File: src/rtl/utt_pkg.sv
package utt_pkg;

    localparam int DATA_BITS_DEF  = 8;
    localparam int TICK_WIDTH_DEF = 16;

    localparam int CFG_W     = 16;
    localparam int CFG_IDX_W = 2;

    localparam logic [CFG_W-1:0] BIT_PERIOD_RST  = 16'd730;
    localparam logic [CFG_W-1:0] HALF_PERIOD_RST = 16'd366;
    localparam logic             RX_ENABLE_RST   = 1'b1;

    typedef enum logic [CFG_IDX_W-1:0] {
        CFG_BIT_PERIOD  = 2'd0,
        CFG_HALF_PERIOD = 2'd1,
        CFG_RX_ENABLE   = 2'd2
    } t_cfg_idx;

    typedef enum logic [1:0] {
        RX_IDLE,
        RX_START,
        RX_DATA,
        RX_STOP
    } t_rx_state;

    typedef enum logic [2:0] {
        TX_IDLE,
        TX_START,
        TX_DATA,
        TX_STOP1,
        TX_STOP2
    } t_tx_state;

    typedef enum logic [1:0] {
        ERR_NONE        = 2'd0,
        ERR_FALSE_START = 2'd1,
        ERR_FRAMING     = 2'd2
    } t_rx_err;

    typedef struct packed {
        logic    valid;
        t_rx_err err;
    } t_rx_flags;

    typedef struct packed {
        logic line;
        logic ready;
        logic done;
    } t_tx_flags;

endpackage

File: src/rtl/utt_in_if.sv
interface utt_in_if #(
    parameter int DATA_BITS = utt_pkg::DATA_BITS_DEF
);
    logic                 valid;
    logic                 ready;
    logic                 rx_line;
    logic                 send_valid;
    logic [DATA_BITS-1:0] send_byte;
    logic                 send_last;

    modport source (
        output valid, rx_line, send_valid, send_byte, send_last,
        input  ready
    );

    modport sink (
        input  valid, rx_line, send_valid, send_byte, send_last,
        output ready
    );
endinterface

File: src/rtl/utt_out_if.sv
interface utt_out_if #(
    parameter int DATA_BITS = utt_pkg::DATA_BITS_DEF
);
    logic                 valid;
    logic                 ready;
    logic                 tx_line;
    logic                 send_ready;
    logic                 send_done;
    logic                 recv_valid;
    logic [DATA_BITS-1:0] recv_byte;
    logic [1:0]           recv_error;

    modport source (
        output valid, tx_line, send_ready, send_done, recv_valid, recv_byte, recv_error,
        input  ready
    );

    modport sink (
        input  valid, tx_line, send_ready, send_done, recv_valid, recv_byte, recv_error,
        output ready
    );
endinterface

File: src/rtl/utt_timer.sv
module utt_timer #(
    parameter int TICK_WIDTH = utt_pkg::TICK_WIDTH_DEF
) (
    input  logic                     i_clk,
    input  logic                     i_rst_n,
    input  logic                     i_step,
    input  logic                     i_clear,
    input  logic [utt_pkg::CFG_W-1:0] i_target,
    output logic                     o_expire
);
    logic [TICK_WIDTH-1:0] r_ticks;
    logic [TICK_WIDTH-1:0] n_ticks;
    logic [TICK_WIDTH-1:0] w_inc;
    logic [TICK_WIDTH-1:0] w_target;

    assign w_inc    = r_ticks + TICK_WIDTH'(1);
    assign w_target = TICK_WIDTH'(i_target);
    assign o_expire = (w_inc >= w_target);

    always_comb begin
        if (i_clear || o_expire) begin
            n_ticks = '0;
        end else begin
            n_ticks = w_inc;
        end
    end

    always_ff @(posedge i_clk) begin
        if (!i_rst_n) begin
            r_ticks <= '0;
        end else if (i_step) begin
            r_ticks <= n_ticks;
        end
    end
endmodule

File: src/rtl/utt_rx.sv
module utt_rx #(
    parameter int DATA_BITS  = utt_pkg::DATA_BITS_DEF,
    parameter int TICK_WIDTH = utt_pkg::TICK_WIDTH_DEF
) (
    input  logic                      i_clk,
    input  logic                      i_rst_n,
    input  logic                      i_step,
    input  logic                      i_line,
    input  logic                      i_enable,
    input  logic [utt_pkg::CFG_W-1:0] i_bit_period,
    input  logic [utt_pkg::CFG_W-1:0] i_half_period,
    output utt_pkg::t_rx_flags        o_flags,
    output logic [DATA_BITS-1:0]      o_byte
);
    localparam int CNT_W = $clog2(DATA_BITS);

    utt_pkg::t_rx_state r_state;
    utt_pkg::t_rx_state n_state;
    logic [CNT_W-1:0]     r_cnt;
    logic [CNT_W-1:0]     n_cnt;
    logic [DATA_BITS-1:0] r_shift;
    logic [DATA_BITS-1:0] n_shift;
    logic                 r_prev;

    logic                      w_clear;
    logic                      w_expire;
    logic [utt_pkg::CFG_W-1:0] w_target;

    assign w_target = (r_state == utt_pkg::RX_START) ? i_half_period : i_bit_period;

    utt_timer #(
        .TICK_WIDTH (TICK_WIDTH)
    ) u_timer (
        .i_clk    (i_clk),
        .i_rst_n  (i_rst_n),
        .i_step   (i_step),
        .i_clear  (w_clear),
        .i_target (w_target),
        .o_expire (w_expire)
    );

    always_comb begin
        n_state       = r_state;
        n_cnt         = r_cnt;
        n_shift       = r_shift;
        w_clear       = 1'b0;
        o_flags.valid = 1'b0;
        o_flags.err   = utt_pkg::ERR_NONE;
        o_byte        = '0;
        unique case (r_state)
            utt_pkg::RX_IDLE: begin
                if (i_enable && r_prev && !i_line) begin
                    n_state = utt_pkg::RX_START;
                    n_shift = '0;
                    w_clear = 1'b1;
                end
            end
            utt_pkg::RX_START: begin
                if (w_expire) begin
                    if (!i_line) begin
                        n_state = utt_pkg::RX_DATA;
                        n_cnt   = '0;
                    end else begin
                        n_state     = utt_pkg::RX_IDLE;
                        o_flags.err = utt_pkg::ERR_FALSE_START;
                    end
                end
            end
            utt_pkg::RX_DATA: begin
                if (w_expire) begin
                    n_shift = {i_line, r_shift[DATA_BITS-1:1]};
                    n_cnt   = r_cnt + CNT_W'(1);
                    if (r_cnt == CNT_W'(DATA_BITS - 1)) begin
                        n_state = utt_pkg::RX_STOP;
                    end
                end
            end
            utt_pkg::RX_STOP: begin
                if (w_expire) begin
                    if (i_line) begin
                        o_flags.valid = 1'b1;
                        o_byte        = r_shift;
                    end else begin
                        o_flags.err = utt_pkg::ERR_FRAMING;
                    end
                    n_state = utt_pkg::RX_IDLE;
                end
            end
            default: begin
                n_state = utt_pkg::RX_IDLE;
            end
        endcase
    end

    always_ff @(posedge i_clk) begin
        if (!i_rst_n) begin
            r_state <= utt_pkg::RX_IDLE;
            r_cnt   <= '0;
            r_shift <= '0;
            r_prev  <= 1'b1;
        end else if (i_step) begin
            r_state <= n_state;
            r_cnt   <= n_cnt;
            r_shift <= n_shift;
            r_prev  <= i_line;
        end
    end
endmodule

File: src/rtl/utt_tx.sv
module utt_tx #(
    parameter int DATA_BITS  = utt_pkg::DATA_BITS_DEF,
    parameter int TICK_WIDTH = utt_pkg::TICK_WIDTH_DEF
) (
    input  logic                      i_clk,
    input  logic                      i_rst_n,
    input  logic                      i_step,
    input  logic                      i_offer,
    input  logic [DATA_BITS-1:0]      i_byte,
    input  logic                      i_last,
    input  logic [utt_pkg::CFG_W-1:0] i_bit_period,
    output utt_pkg::t_tx_flags        o_flags
);
    localparam int CNT_W = $clog2(DATA_BITS);

    utt_pkg::t_tx_state r_state;
    utt_pkg::t_tx_state n_state;
    logic [CNT_W-1:0]     r_cnt;
    logic [CNT_W-1:0]     n_cnt;
    logic [DATA_BITS-1:0] r_shift;
    logic [DATA_BITS-1:0] n_shift;
    logic                 r_final;
    logic                 n_final;
    logic                 r_level;
    logic                 n_level;

    logic w_expire;
    logic w_ready;
    logic w_load;
    logic w_done;
    logic w_tstep;

    assign w_ready = (r_state == utt_pkg::TX_IDLE) ||
                     ((r_state == utt_pkg::TX_STOP2) && w_expire);
    assign w_load  = w_ready && i_offer;
    assign w_tstep = i_step && ((r_state != utt_pkg::TX_IDLE) || w_load);

    utt_timer #(
        .TICK_WIDTH (TICK_WIDTH)
    ) u_timer (
        .i_clk    (i_clk),
        .i_rst_n  (i_rst_n),
        .i_step   (w_tstep),
        .i_clear  (w_load),
        .i_target (i_bit_period),
        .o_expire (w_expire)
    );

    always_comb begin
        n_state = r_state;
        n_cnt   = r_cnt;
        n_shift = r_shift;
        n_final = r_final;
        n_level = r_level;
        w_done  = 1'b0;
        unique case (r_state)
            utt_pkg::TX_IDLE: begin
            end
            utt_pkg::TX_START: begin
                if (w_expire) begin
                    n_level = r_shift[0];
                    n_shift = r_shift >> 1;
                    n_cnt   = '0;
                    n_state = utt_pkg::TX_DATA;
                end
            end
            utt_pkg::TX_DATA: begin
                if (w_expire) begin
                    if (r_cnt == CNT_W'(DATA_BITS - 1)) begin
                        n_level = 1'b1;
                        n_state = utt_pkg::TX_STOP1;
                    end else begin
                        n_level = r_shift[0];
                        n_shift = r_shift >> 1;
                        n_cnt   = r_cnt + CNT_W'(1);
                    end
                end
            end
            utt_pkg::TX_STOP1: begin
                if (w_expire) begin
                    n_level = 1'b1;
                    n_state = utt_pkg::TX_STOP2;
                end
            end
            utt_pkg::TX_STOP2: begin
                if (w_expire) begin
                    w_done  = r_final;
                    n_level = 1'b1;
                    n_state = utt_pkg::TX_IDLE;
                end
            end
            default: begin
                n_state = utt_pkg::TX_IDLE;
            end
        endcase
        if (w_load) begin
            n_state = utt_pkg::TX_START;
            n_level = 1'b0;
            n_shift = i_byte;
            n_final = i_last;
        end
    end

    assign o_flags.line  = n_level;
    assign o_flags.ready = w_ready;
    assign o_flags.done  = w_done;

    always_ff @(posedge i_clk) begin
        if (!i_rst_n) begin
            r_state <= utt_pkg::TX_IDLE;
            r_cnt   <= '0;
            r_shift <= '0;
            r_final <= 1'b0;
            r_level <= 1'b1;
        end else if (i_step) begin
            r_state <= n_state;
            r_cnt   <= n_cnt;
            r_shift <= n_shift;
            r_final <= n_final;
            r_level <= n_level;
        end
    end
endmodule

File: src/rtl/uart_tick_transceiver.sv
// Tick-driven serial transceiver, one start bit, DATA_BITS data bits LSB
// first, one stop bit checked on receive and two stop bits sent.
// i_in carries one oversampling tick per word: the sampled receive line and
// the transmit offer (send_valid, send_byte, send_last). o_out returns one
// word per tick: the transmit line level after that tick, send_ready (the
// transmitter could take an offer), send_done, recv_valid, recv_byte and recv_error.
// Configuration: i_cfg_we writes i_cfg_data to register i_cfg_idx
// (0 bit period, 1 half period, 2 receiver enable); write only while idle.
// Output: a tick's result is registered and shows in the next cycle.
// Throughput: one tick per cycle while o_out is taken; receiver, transmitter
// and their tick counters each update ahead of the output register.
// Reset: receiver and transmitter go idle with both lines seen as high,
// registers return to 730, 366 and enabled, and the output register empties.
// Stall: when o_out is not taken, the output word holds and i_in.ready drops
// until it leaves; a new tick is taken in the same cycle the old result goes.
module uart_tick_transceiver #(
    parameter int DATA_BITS  = utt_pkg::DATA_BITS_DEF,
    parameter int TICK_WIDTH = utt_pkg::TICK_WIDTH_DEF
) (
    input  logic                          i_clk,
    input  logic                          i_rst_n,
    utt_in_if.sink                        i_in,
    utt_out_if.source                     o_out,
    input  logic                          i_cfg_we,
    input  logic [utt_pkg::CFG_IDX_W-1:0] i_cfg_idx,
    input  logic [utt_pkg::CFG_W-1:0]     i_cfg_data
);
    logic [utt_pkg::CFG_W-1:0] r_bit_period;
    logic [utt_pkg::CFG_W-1:0] r_half_period;
    logic                      r_rx_enable;

    logic                 r_out_valid;
    logic                 r_tx_line;
    logic                 r_send_ready;
    logic                 r_send_done;
    logic                 r_recv_valid;
    logic [DATA_BITS-1:0] r_recv_byte;
    logic [1:0]           r_recv_error;

    logic                 w_step;
    utt_pkg::t_rx_flags   w_rx;
    logic [DATA_BITS-1:0] w_rx_byte;
    utt_pkg::t_tx_flags   w_tx;

    assign i_in.ready = !r_out_valid || o_out.ready;
    assign w_step     = i_in.valid && i_in.ready;

    always_ff @(posedge i_clk) begin
        if (!i_rst_n) begin
            r_bit_period  <= utt_pkg::BIT_PERIOD_RST;
            r_half_period <= utt_pkg::HALF_PERIOD_RST;
            r_rx_enable   <= utt_pkg::RX_ENABLE_RST;
        end else if (i_cfg_we) begin
            unique case (utt_pkg::t_cfg_idx'(i_cfg_idx))
                utt_pkg::CFG_BIT_PERIOD:  r_bit_period  <= i_cfg_data;
                utt_pkg::CFG_HALF_PERIOD: r_half_period <= i_cfg_data;
                utt_pkg::CFG_RX_ENABLE:   r_rx_enable   <= i_cfg_data[0];
                default: begin
                end
            endcase
        end
    end

    utt_rx #(
        .DATA_BITS  (DATA_BITS),
        .TICK_WIDTH (TICK_WIDTH)
    ) u_rx (
        .i_clk         (i_clk),
        .i_rst_n       (i_rst_n),
        .i_step        (w_step),
        .i_line        (i_in.rx_line),
        .i_enable      (r_rx_enable),
        .i_bit_period  (r_bit_period),
        .i_half_period (r_half_period),
        .o_flags       (w_rx),
        .o_byte        (w_rx_byte)
    );

    utt_tx #(
        .DATA_BITS  (DATA_BITS),
        .TICK_WIDTH (TICK_WIDTH)
    ) u_tx (
        .i_clk        (i_clk),
        .i_rst_n      (i_rst_n),
        .i_step       (w_step),
        .i_offer      (i_in.send_valid),
        .i_byte       (i_in.send_byte),
        .i_last       (i_in.send_last),
        .i_bit_period (r_bit_period),
        .o_flags      (w_tx)
    );

    always_ff @(posedge i_clk) begin
        if (!i_rst_n) begin
            r_out_valid <= 1'b0;
        end else if (w_step) begin
            r_out_valid <= 1'b1;
        end else if (o_out.ready) begin
            r_out_valid <= 1'b0;
        end
    end

    always_ff @(posedge i_clk) begin
        if (w_step) begin
            r_tx_line    <= w_tx.line;
            r_send_ready <= w_tx.ready;
            r_send_done  <= w_tx.done;
            r_recv_valid <= w_rx.valid;
            r_recv_byte  <= w_rx_byte;
            r_recv_error <= w_rx.err;
        end
    end

    assign o_out.valid      = r_out_valid;
    assign o_out.tx_line    = r_tx_line;
    assign o_out.send_ready = r_send_ready;
    assign o_out.send_done  = r_send_done;
    assign o_out.recv_valid = r_recv_valid;
    assign o_out.recv_byte  = r_recv_byte;
    assign o_out.recv_error = r_recv_error;
endmodule

File: src/flat_wrapper.sv
// flat-port wrapper written by rule: the top's interface ports become plain ports
module uart_tick_transceiver_flat 
#(
    parameter int DATA_BITS  = utt_pkg::DATA_BITS_DEF,
    parameter int TICK_WIDTH = utt_pkg::TICK_WIDTH_DEF
)
  (i_clk, i_rst_n, i_cfg_we, i_cfg_idx, i_cfg_data, i_in_valid, i_in_rx_line, i_in_send_valid, i_in_send_byte, i_in_send_last, i_in_ready, o_out_valid, o_out_tx_line, o_out_send_ready, o_out_send_done, o_out_recv_valid, o_out_recv_byte, o_out_recv_error, o_out_ready);
  utt_in_if #(.DATA_BITS(DATA_BITS)) i_in_i ();
  utt_out_if #(.DATA_BITS(DATA_BITS)) o_out_i ();
  input  logic i_clk;
  input  logic i_rst_n;
  input  logic i_cfg_we;
  input  logic [utt_pkg::CFG_IDX_W-1:0] i_cfg_idx;
  input  logic [utt_pkg::CFG_W-1:0] i_cfg_data;
  input wire logic [$bits(i_in_i.valid)-1:0] i_in_valid;
  input wire logic [$bits(i_in_i.rx_line)-1:0] i_in_rx_line;
  input wire logic [$bits(i_in_i.send_valid)-1:0] i_in_send_valid;
  input wire logic [$bits(i_in_i.send_byte)-1:0] i_in_send_byte;
  input wire logic [$bits(i_in_i.send_last)-1:0] i_in_send_last;
  output wire logic [$bits(i_in_i.ready)-1:0] i_in_ready;
  output wire logic [$bits(o_out_i.valid)-1:0] o_out_valid;
  output wire logic [$bits(o_out_i.tx_line)-1:0] o_out_tx_line;
  output wire logic [$bits(o_out_i.send_ready)-1:0] o_out_send_ready;
  output wire logic [$bits(o_out_i.send_done)-1:0] o_out_send_done;
  output wire logic [$bits(o_out_i.recv_valid)-1:0] o_out_recv_valid;
  output wire logic [$bits(o_out_i.recv_byte)-1:0] o_out_recv_byte;
  output wire logic [$bits(o_out_i.recv_error)-1:0] o_out_recv_error;
  input wire logic [$bits(o_out_i.ready)-1:0] o_out_ready;
  assign i_in_i.valid = i_in_valid;
  assign i_in_i.rx_line = i_in_rx_line;
  assign i_in_i.send_valid = i_in_send_valid;
  assign i_in_i.send_byte = i_in_send_byte;
  assign i_in_i.send_last = i_in_send_last;
  assign i_in_ready = i_in_i.ready;
  assign o_out_valid = o_out_i.valid;
  assign o_out_tx_line = o_out_i.tx_line;
  assign o_out_send_ready = o_out_i.send_ready;
  assign o_out_send_done = o_out_i.send_done;
  assign o_out_recv_valid = o_out_i.recv_valid;
  assign o_out_recv_byte = o_out_i.recv_byte;
  assign o_out_recv_error = o_out_i.recv_error;
  assign o_out_i.ready = o_out_ready;
  uart_tick_transceiver #(.DATA_BITS(DATA_BITS), .TICK_WIDTH(TICK_WIDTH)) u_core (.i_clk(i_clk), .i_rst_n(i_rst_n), .i_in(i_in_i), .o_out(o_out_i), .i_cfg_we(i_cfg_we), .i_cfg_idx(i_cfg_idx), .i_cfg_data(i_cfg_data));
endmodule
File: config.mk
export PLATFORM = sky130hd
export DESIGN_NAME = uart_tick_transceiver_flat
export DESIGN_NICKNAME = d
export VERILOG_FILES = /design/src/rtl/utt_pkg.sv /design/src/rtl/utt_in_if.sv /design/src/rtl/utt_out_if.sv /design/src/rtl/utt_timer.sv /design/src/rtl/utt_rx.sv /design/src/rtl/utt_tx.sv /design/src/rtl/uart_tick_transceiver.sv /design/src/flat_wrapper.sv
export SDC_FILE = /design/constraint.sdc
export NUM_CORES = 1
export LEC_CHECK = 0
export BUFFER_PORTS_ARGS = -buffer_cell sky130_fd_sc_hd__buf_2
export CAP_MARGIN = 20
export CORE_ASPECT_RATIO = 0.9
export CORE_MARGIN = 2
export CORE_UTILIZATION = 56
export CTS_CLUSTER_SIZE = 10
export DETAILED_ROUTE_END_ITERATION = 10
export PLACE_DENSITY = 0.84
export SLEW_MARGIN = 20
export SYNTH_ARGS = -nofsm -noshare
export SYNTH_HDL_FRONTEND = slang
export SYNTH_HIERARCHICAL = 1
export SYNTH_SLANG_ARGS = --single-unit
File: constraint.sdc
create_clock -name i_clk -period 5 [get_ports i_clk]
set_input_delay 0.5 -clock i_clk [delete_from_list [all_inputs] [get_ports i_clk]]
set_output_delay 0.5 -clock i_clk [all_outputs]
set_load 0.02 [all_outputs]
Word level (Yosys, flattened, before mapping)
Index checks and enable logic that the tools add are counted.
Widths: inputs -> output; s select.
{ "classes": {"n_lt_le_gt_ge": 2, "reduce_logical": 36, "n_eq_ne": 27, "n_addsub": 4, "n_mux": 47} }
{ "ops": {"columns": ["op", "count"], "rows": [
  ["$mux 16", 3],
  ["$mux 8", 6],
  ["$mux 3", 11],
  ["$add 16x1->16 const B", 2],
  ["$ge 16x16->1", 2],
  ["$pmux 8 s2", 2],
  ["$pmux 3 s5", 1],
  ["$reduce_and 5->1", 3],
  ["$mux 2", 7],
  ["$mux 1", 12],
  ["$ne 2x1->1 const B", 6],
  ["$ne 3x1->1 const B", 4],
  ["$pmux 3 s2", 2],
  ["$reduce_and 2->1", 6],
  ["$eq 3x3->1 const B", 3],
  ["$ne 2x2->1 const B", 4],
  ["$pmux 2 s4", 1],
  ["$reduce_bool 2->1", 4],
  ["$reduce_and 7->1", 1],
  ["$add 3x1->3 const B", 2],
  ["$eq 2x2->1 const B", 3],
  ["$eq 3x2->1 const B", 2],
  ["$logic_and 1x1->1", 6],
  ["$ne 3x2->1 const B", 2],
  ["13 further kinds", 21]
]} }
{ "word_totals": {"input_bits": 34, "output_inout_bits": 16, "ff_bits": 110} }

Longest topological paths before layout
Gate-level depths: netlist of run 1.
{ "logic_depth": {"depth_word": 7, "mapped_depth": 21, "mapped_depth_nobuf": 18} }

Hierarchy
Netlist of run 1, hierarchy kept.
{ "by_module_without_submodules": {"columns": ["mod", "seq_area_each_um2", "cells_each", "area_per_inst_um2", "n_inst"], "rows": [
  ["utt_timer", 320.3, 160, 1271.2, 2],
  ["uart_tick_transceiver", 1101.1, 158, 1850.5, 1],
  ["utt_tx", 320.3, 118, 1018.5, 1],
  ["utt_rx", 280.3, 86, 890.9, 1]
]} }

Least setup slack after synthesis of run 1
OpenSTA, ideal clock, no wires.
{ "synth_path": {"path_kind": "flip-flop to flip-flop", "start": "register u_core.u_tx.u_timer.r_ticks[2]", "end": "register u_core.u_tx.u_timer.r_ticks[7]", "period_less_slack_ns": 3.999, "path_slack_ns": 1.001, "t_required_ns": 4.878, "stages_incl_launch_ff": 21, "t_arrival_ns": 3.877, "setup_ns": 0.122, "n_path_buf": 4, "path_cell_list": "dfxtp_1 > and4_1 > nand2b_1 > buf_6 > or4_4 > xnor2_1 > ha_1 > nand4_1 > nor3_1 > o2111ai_1 > nand4b_1 > clkbuf_2 > nand2b_1 > nand3_2 > inv_1 > buf_6 > nor3_1 > nand2_1 > nor2_1 > buf_2 > a221o_1"} }
{ "synth_between": {"elab_chain_cells": 7, "elab_cells_between_ends": 9} }
{ "synth_rtl": {"columns": ["element", "line_no", "text"], "rows": [
  ["start: declaration", "utt_timer.sv:11", "logic [TICK_WIDTH-1:0] r_ticks;"],
  ["start signal: assignment", "utt_timer.sv:32", "r_ticks <= n_ticks;"],
  ["$add 16x1->16 *", "utt_timer.sv:16", "assign w_inc = r_ticks + TICK_WIDTH'(1);"],
  ["$ge 16x16->1 *", "utt_timer.sv:18", "assign o_expire = (w_inc >= w_target);"],
  ["named net u_core.u_tx.w_expire", "utt_tx.sv:27", "logic w_expire;"],
  ["$logic_and 1x1->1 *", "utt_tx.sv:34", "((r_state == utt_pkg::TX_STOP2) && w_expire);"],
  ["$logic_or 1x1->1 *", "utt_tx.sv:33", "assign w_ready = (r_state == utt_pkg::TX_IDLE) ||"],
  ["$logic_and 1x1->1 *", "utt_tx.sv:35", "assign w_load = w_ready && i_offer;"],
  ["named net u_core.u_tx.w_load", "utt_tx.sv:29", "logic w_load;"],
  ["$logic_or 1x1->1 (on tied branches)", "utt_timer.sv:21, utt_tx.sv:36", null],
  ["$mux 16 / $logic_and 1x1->1 (equally long branches)", "utt_timer.sv:21, utt_tx.sv:36", null]
]} }
The timed path passes the listed nets; every way through them passes the cells marked *.
A chain may end at the register's enable or synchronous reset.

Final worst setup path of run 1
{ "layout_path": {"start": "register u_core.u_tx.u_timer.r_ticks[4]", "end": "register u_core.u_tx.u_timer.r_ticks[4]"} }
{ "layout_between": {"elab_chain_cells": 7, "elab_cells_between_ends": 9} }
{ "layout_rtl": {"columns": ["element", "line_no"], "rows": [
  ["$add 16x1->16 *", "utt_timer.sv:16"],
  ["$ge 16x16->1 *", "utt_timer.sv:18"],
  ["named net u_core.u_tx.w_expire", "utt_tx.sv:27"],
  ["$logic_and 1x1->1", "utt_tx.sv:34"],
  ["$logic_or 1x1->1", "utt_tx.sv:33"],
  ["$logic_and 1x1->1", "utt_tx.sv:35"],
  ["$logic_or 1x1->1 (on tied branches)", "utt_timer.sv:21, utt_tx.sv:36"],
  ["$mux 16 / $logic_and 1x1->1 (equally long branches)", "utt_timer.sv:21, utt_tx.sv:36"]
]} }
Marks and branches as above.

==> results.sh, run 1 <==
export IMPL_synth_seq_cells=110
export IMPL_slowest_delay_ns=0.55
export IMPL_area_delta_synth_final_pct=7.822
export IMPL_grt_max_degree=67
export IMPL_cts_tree="built"
export IMPL_synthArstFlopShare=0
export IMPL_worst_pin_slew_ns=1.047
export IMPL_core_region_area_um2=10900
export IMPL_seq_area_frac_synth=0.3716
export IMPL_worstSetupPathType="reg -> reg"
export IMPL_die_w_um=115.8
export IMPL_routed_wl_um=13140
export IMPL_fmax_ghz=0.2162
export IMPL_ctsHtreeMaxLevel=3
export IMPL_start_util=0.5782
export IMPL_fin_crit_ns=4.626
export IMPL_fillers=910
export IMPL_period_share=0.9252
export IMPL_portBuffers=49
export IMPL_layout_nets=780
export IMPL_num_io_pins=50
export IMPL_numPlacedInstances=847
export IMPL_drive_above_1_share=0.1473
export IMPL_finalSetupViolations=0
export IMPL_multiInputGateArea_um2=3468
export IMPL_regArea_um2=2342
export IMPL_die_h_um=104.6
export IMPL_syn_area_um2=6302
export IMPL_grt_antenna_before_repair=0
export IMPL_placed_area_um2=6481
export IMPL_pre_cts_ws_ns=0.3286
export IMPL_place_congestion=0.9332
export IMPL_required_ns=5.23
export IMPL_pwr_density_cell_nw_per_um2=269.0
export IMPL_cts_buffers=9
export IMPL_crit_arrival_ns=4.85
export IMPL_power_static_leakage_nw=2.901
export IMPL_num_vias=4911
export IMPL_yosys_top_cells_count="dfxtp_1, nand2_1, inv_1"
export IMPL_via_per_inst=5.677
export IMPL_die_area_um2=12120
export IMPL_yosys_area_top_type_share=0.3049
export IMPL_cap_violations=0
export IMPL_endpoint_kind="flop"
export IMPL_yosysWarnings=6
export IMPL_grt_usage=0.2211
export IMPL_grt_pass1_wl_um=21620
export IMPL_finalHoldViolCount=0
export IMPL_ctsLongestPathBuffers=2
export IMPL_synth_nets=754
export IMPL_avgSynthCellArea_um2=9.241
export IMPL_synth_edff_count=14
export IMPL_synth_cell_types=73
export IMPL_clk_pin_slew_worst_paths_ns=0.07
export IMPL_fin_skew_ns=0.01166
export IMPL_cts_root_buffer="clkbuf_16"
export IMPL_worstSkewPairLatency_ns=0.35
export IMPL_cts_sinks=110
export IMPL_ys_flop_type="dfxtp_1"
export IMPL_stdcell_area_um2=6795
export IMPL_slew_limit_headroom=0.3012
export IMPL_synth_top_cell_by_area="dfxtp_1"
export IMPL_ant_nets=0
export IMPL_firstDrtPassIters=5
export IMPL_yosys_cell_count_top_type="dfxtp_1"
export IMPL_synthCells=682
export IMPL_antenna_cells=0
export IMPL_drc=0
export IMPL_wl_per_cell_um=15.19
export IMPL_drt_iter0_markers=354
export IMPL_rows=36
export IMPL_crit_chain="nand3_1 > nand2b_1 > or4_4 > xnor2_1 > ha_1 > nand4_1 > nor3_2 > o2111ai_1 > nand4b_1 > buf_4 > nand2b_1 > nand3_2 > clkinvlp_4 > nor3_1 > nand2_1 > nor2_1 > buf_4 > a221o_1"
export IMPL_status="completed"
export IMPL_max_vdd_ir_drop_mv=0.1630
export IMPL_grt_pass1_vias=4651
export IMPL_slew_violations=0
export IMPL_setup_ws_ns=0.3740
export IMPL_globalRouteOverflowTotal=0
export IMPL_worstPathMaxFanout=15
export IMPL_cp_start_kind="flop"
export IMPL_hold_class="in -> reg"
export IMPL_stdcell_count=865
export IMPL_crit_slowest_cell="or4_4"
export IMPL_utilization=0.6234
export IMPL_dpl_hpwl_um=9409
export IMPL_synthTopCellsByArea="dfxtp_1, ha_1, edfxtp_1, nand2_1, mux2i_1"
export IMPL_cts_hold_buffers_added=0
-- worst max-delay path, delay by kind of cell, from the launching register on --
| family | cells | cell delay (ns) |
|---|---|---|
| xor gates and xnor gates | 1 | 0.15 |
| adders and majority gates | 1 | 0.31 |
| buffers and inverters | 3 | 0.61 |
| and+or+nand+nor | 11 | 2.40 |
| AOI/OAI and AO/OA | 2 | 0.59 |
| DFF | 1 | 0.45 |
-- placed cells by master, fill, tap and decap left out, types with 4 or more instances in the layout --
| master | n |
|---|---|
| a211oi_1 | 6 |
| a21oi_1 | 14 |
| a221o_1 | 12 |
| a22o_1 | 26 |
| a311oi_1 | 5 |
| and2_1 | 14 |
| buf_2 | 49 |
| buf_4 | 7 |
| clkbuf_16 | 9 |
| dfxtp_1 | 96 |
| edfxtp_1 | 14 |
| ha_1 | 38 |
| inv_1 | 55 |
| mux2_1 | 7 |
| mux2_4 | 9 |
| mux2i_1 | 28 |
| nand2_1 | 88 |
| nand2b_1 | 7 |
| nand3_1 | 20 |
| nand4_1 | 8 |
| nand4b_1 | 6 |
| nor2_1 | 43 |
| nor2_2 | 4 |
| nor2b_1 | 12 |
| nor3_1 | 14 |
| o211ai_1 | 7 |
| o21ai_0 | 10 |
| o22ai_1 | 4 |
| o31ai_1 | 5 |
| xnor2_1 | 21 |
| xor2_1 | 8 |
-- layout make-up --
class,instances,share of cell area
multi-input cells,475,0.5104
flip-flops and latches,110,0.3447
repair buffers,56,0.04382
clock buffers,11,0.03425
inverters,56,0.03149
well taps,152,0.02799
clock inverters,5,0.007365
-- what timing repair did --
action                     in CTS  in global routing
gates resized for setup         0                  2
setup buffers                   0                  2
setup endpoints to repair       0                 15
-- through the flow --
step                      TNS (ns)  power, mW  hold WS, ns
after floorplan                  0      1.106       0.4306
after global placement           0      1.141       0.4415
after detailed placement         0      1.150       0.4518
after CTS                        0      1.836       0.4047
after global routing      -0.09268      1.901       0.4069
final                            0      1.828       0.4105
-- power by group --
| part | leakage, nW | total, mW | switching (mW) | internal (mW) |
|---|---|---|---|---|
| registers | 0.917 | 0.940 | 0.0196 | 0.920 |
| logic | 1.85 | 0.197 | 0.118 | 0.0790 |
| clock network | 0.135 | 0.691 | 0.307 | 0.385 |
| total | 2.90 | 1.83 | 0.444 | 1.38 |
-- logic make-up (layout without fill, tap and decap cells) --
family / after synthesis / after routing / share of synthesized area
AND/OR/NAND/NOR: 253 / 253 / 0.2112
XOR/XNOR: 29 / 29 / 0.04030
AO/OA/AOI/OAI: 110 / 110 / 0.1412
flip-flops: 110 / 110 / 0.3716
adder cells (fa/ha/maj): 38 / 38 / 0.07544
multiplexers: 45 / 45 / 0.08021
buffers and inverters: 97 / 128 / 0.08001
-- state kept, by name, summed over array words and instances, names as in the netlist, 3 cells and up, named ones only --
| signal | cells |
|---|---|
| u_core/u_rx/r_shift | 8 |
| u_core/r_half_period | 16 |
| u_core/u_tx/r_state | 3 |
| u_core/o_out.recv_byte | 8 |
| u_core/u_rx/r_cnt | 3 |
| u_core/u_tx/r_shift | 8 |
| u_core/u_rx/u_timer/r_ticks | 16 |
| u_core/r_bit_period | 16 |
| u_core/u_tx/u_timer/r_ticks | 16 |
| u_core/u_tx/r_cnt | 3 |
-- metal layers --
layer	vias to the layer above	GRT usage	wire length, um
met2	136	0.3739	6474
met4	0	0.06207	184
met5	-	0	0
met1	2311	0.2846	5847
li1	2445	-	-
met3	19	0.04524	636
-- path summary, 6_finish.rpt --
| check | startpoint | depth (start not counted) | to | slack [ns] |
|---|---|---|---|---|
| setup / recovery | u_core/u_tx/u_timer/r_ticks[4]$_SDFFE_PN0P_ | 18 | u_core/u_tx/u_timer/r_ticks[4]$_SDFFE_PN0P_ | 0.37 |
| hold / removal | i_in_send_byte[7] | 3 | u_core/u_tx/r_shift[7]$_SDFFE_PN0P_ | 0.41 |
| setup reg to reg | u_core/u_tx/u_timer/r_ticks[4]$_SDFFE_PN0P_ | 18 | u_core/u_tx/u_timer/r_ticks[4]$_SDFFE_PN0P_ | 0.37 |
| hold reg to reg | u_core/r_half_period[14]$_SDFFE_PN0P_ | 2 | u_core/r_half_period[14]$_SDFFE_PN0P_ | 0.47 |
Note: power is estimated with default switching activity, not from simulation.
==> run 2, diff against run 1 <==
--- a/config.mk
+++ b/config.mk
@@ -5,6 +5,7 @@
 export SDC_FILE = /design/constraint.sdc
 export NUM_CORES = 1
 export LEC_CHECK = 0
+export ABC_AREA = 1
 export BUFFER_PORTS_ARGS = -buffer_cell sky130_fd_sc_hd__buf_2
 export CAP_MARGIN = 20
 export CORE_ASPECT_RATIO = 0.9
==> run 2 against run 1 <==
Net effect:
- power up 18%
- final cell count up 45%
- flip-flop and latch count is the same
- register-to-register slack better by 0.50 ns
- highest routed layer unchanged
- synthesized area rose by 9.7%
- worst setup slack better by 0.50 ns
==> results.sh, run 2 <==
export IMPL_status="completed"
export IMPL_stdcell_area_um2=7448
export IMPL_globalRouteOverflowTotal=0
export IMPL_netSwitchingFraction=0.3286
export IMPL_hp_start="i_cfg_data[2]"
export IMPL_crit_start="u_core/u_tx/u_timer/r_ticks[0]$_SDFFE_PN0P_"
export IMPL_slowest_delay_ns=0.46
export IMPL_grt_max_degree=53
export IMPL_cts_buffers=9
export IMPL_worstSkewPairLatency_ns=0.36
export IMPL_routed_wl_um=15260
export IMPL_finalHoldViolCount=0
export IMPL_power_static_leakage_nw=3.652
export IMPL_crit_top_cell="nor2_1"
export IMPL_rsz0062_at_grt="false"
export IMPL_synthCells=1057
export IMPL_yosysWarnings=6
export IMPL_grt_usage=0.2365
export IMPL_seq_power_share=0.463
export IMPL_num_io_pins=50
export IMPL_cap_violations=0
export IMPL_ys_flop_type="dfxtp_1"
export IMPL_power_frac_clock=0.317
export IMPL_cp_start_kind="flop"
export IMPL_finalSetupViolations=0
export IMPL_min_path_cells=3
export IMPL_synthTopCellsByArea="dfxtp_1, nand2_1, inv_1, nor2_1, ha_1"
export IMPL_worstPathMaxFanout=18
export IMPL_die_h_um=109.4
export IMPL_top_layer_used="met4"
export IMPL_critPathBufInv=2
export IMPL_rr_startpoint="u_core/u_tx/u_timer/r_ticks[0]$_SDFFE_PN0P_"
export IMPL_antenna_cells=0
export IMPL_cts_sinks=110
export IMPL_yosys_top_cells_count="nand2_1, inv_1, nor2_1"
export IMPL_cts_root_buffer="clkbuf_16"
export IMPL_start_util=0.5748
export IMPL_placed_area_um2=7174
export IMPL_hold_end="u_core/r_half_period[2]$_SDFFE_PN1P_"
export IMPL_seq_area_frac_synth=0.3388
export IMPL_hold_class="in -> reg"
export IMPL_drive_above_1_share=0.1082
export IMPL_via_per_inst=5.181
export IMPL_fin_crit_ns=4.126
export IMPL_yosys_cell_count_top_type="nand2_1"
export IMPL_cts_hold_buffers_added=0
export IMPL_ctsHtreeMaxLevel=3
export IMPL_met1_length_um=7166
export IMPL_drc=0
export IMPL_place_congestion=0.9153
export IMPL_portBuffers=49
export IMPL_cts_tree="built"
export IMPL_rows=38
export IMPL_ant_nets=0
export IMPL_crit_slowest_cell="dfxtp_1"
export IMPL_worst_pin_slew_ns=0.7437
export IMPL_fmax_ghz=0.2423
export IMPL_pwr_density_cell_nw_per_um2=289.0
export IMPL_synth_top_cell_by_area="dfxtp_1"
export IMPL_firstDrtPassIters=5
export IMPL_endpoint_kind="flop"
export IMPL_synthArstFlopShare=0
export IMPL_final_cell_mix="nand2_1, inv_1, nor2_1"
export IMPL_worstSetupPathType="reg -> reg"
export IMPL_avgSynthCellArea_um2=6.541
export IMPL_period_share=0.8253
export IMPL_hold_ws_ns=0.3678
export IMPL_num_vias=6482
export IMPL_slew_limit_headroom=0.5036
export IMPL_synth_cell_types=38
export IMPL_ctsLongestPathBuffers=2
export IMPL_crit_chain="ha_1 > nand2_2 > nor2_4 > inv_2 > nor2_2 > nand4_1 > and2_1 > ha_1 > nand4_1 > nor2_1 > nand2_1 > nand2_1 > o21ai_2 > nor2_4 > inv_1 > nand3_1 > nor2_1 > nor2_1 > nor2_1"
export IMPL_fin_skew_ns=0.01242
export IMPL_internal_power_mw=1.446
export IMPL_grt_pass1_vias=5709
export IMPL_syn_area_um2=6914
export IMPL_synth_edff_count=14
export IMPL_synth_seq_cells=110
export IMPL_layout_nets=1158
export IMPL_synth_nets=1129
export IMPL_met3WireLength_um=753
export IMPL_crit_arrival_ns=4.35
export IMPL_die_area_um2=13250
export IMPL_crit_family="simple AND/OR/NAND/NOR gates"
export IMPL_p_switching_uw=707.4
export IMPL_grt_antenna_before_repair=0
export IMPL_area_delta_synth_final_pct=7.727
export IMPL_layout_cells_most_common="nand2_1"
export IMPL_grt_pass1_wl_um=25620
export IMPL_die_w_um=121.1
export IMPL_slew_violations=0
export IMPL_dpl_hpwl_um=10740
export IMPL_dr_wl_met2_um=7209
export IMPL_wl_per_cell_um=12.20
export IMPL_r2r_cells=19
export IMPL_cts_resized_gates=0
export IMPL_cts_setup_buffers=0
export IMPL_core_region_area_um2=12030
export IMPL_drt_iter0_markers=487
export IMPL_max_vdd_ir_drop_mv=0.2676
export IMPL_combPwrFrac=0.220
export IMPL_fillers=1078
export IMPL_setup_tns_ns=0
export IMPL_rrSetupSlack_ns=0.87
export IMPL_yosys_area_top_type_share=0.2780
export IMPL_clk_pin_slew_worst_paths_ns=0.07
export IMPL_r2r_end="u_core/u_tx/u_timer/r_ticks[14]$_SDFFE_PN0P_"
export IMPL_required_ns=5.23
export IMPL_cp_depth=19
run 2: cell types whose count changed after synthesis, sizes merged, moves of 15 or more:
| cell | change |
|---|---|
| nand3 | +54 |
| mux2i | -28 |
| nand2 | +222 |
| inv | +112 |
| a21oi | +56 |
| nand4 | +39 |
| xnor2 | -21 |
| nor2 | +107 |
| mux2 | -17 |
| a22o | -26 |
| nor2b | -15 |
run 2: how the worst max path moves through the flow:
| stage | end |
|---|---|
| 3_3_place_gp | u_core/u_tx/u_timer/r_ticks[15]$_SDFFE_PN0P_ |
| 2_1_floorplan | u_core/u_tx/u_timer/r_ticks[2]$_SDFFE_PN0P_ |
| 6_report | u_core/u_tx/u_timer/r_ticks[14]$_SDFFE_PN0P_ |
| 3_5_place_dp | u_core/u_tx/u_timer/r_ticks[14]$_SDFFE_PN0P_ |
| 5_1_grt | u_core/u_tx/u_timer/r_ticks[15]$_SDFFE_PN0P_ |
| 4_1_cts | u_core/u_tx/u_timer/r_ticks[14]$_SDFFE_PN0P_ |
run 2: cell type report:
type                    count  area [um2]  share of cell area
clock inverters             6       45.04            0.006047
well taps                 160       200.2             0.02688
inverters                 171       645.6             0.08668
repair buffers             52       267.8             0.03595
multi-input cells         742        3719              0.4992
clock buffers              10       229.0             0.03074
flip-flops and latches    110        2342              0.3145
run 2: per-layer routing:
layer  up-vias  GRT usage
met5         -          0
met4         0    0.05150
met3        13    0.05239
met2       142     0.3961
met1      2941     0.3144
li1       3386          -
run 2: kinds of logic (layout without fill, tap and decap cells):
kind of cell	after synthesis	in the layout	synth area share
AOI/OAI and AO/OA	97	97	0.07564
xor gates and xnor gates	4	4	0.005066
adders and majority gates	38	38	0.06877
buffers and inverters	205	239	0.1240
DFF	110	110	0.3388
and+or+nand+nor	603	603	0.3878
run 2: tightest hold or removal path: cells and delay by family:
kind                   cells  cell delay [ns]
buffers and inverters      1             0.09
and+or+nand+nor            2             0.10
run 2: power by group through the flow:
stage	Sequential [mW]	Clock [mW]	Combinational (mW)
2_1_floorplan	1.02	0	0.388
3_3_place_gp	1.01	0	0.462
3_5_place_dp	1.02	0	0.469
4_1_cts	0.996	0.699	0.474
5_1_grt	1.00	0.729	0.541
6_report	0.997	0.682	0.474
run 2: stage by stage:
stage	util	total power, mW	cells	worst slack [ns]
floorplan	-	1.408	1057	1.617
global placement	0.5964	1.477	1235	1.191
detailed placement	0.5964	1.486	1235	1.004
CTS	0.6192	2.169	1251	0.9637
global route	0.6192	2.273	1251	0.3699
finish	0.6192	2.153	1251	0.8736
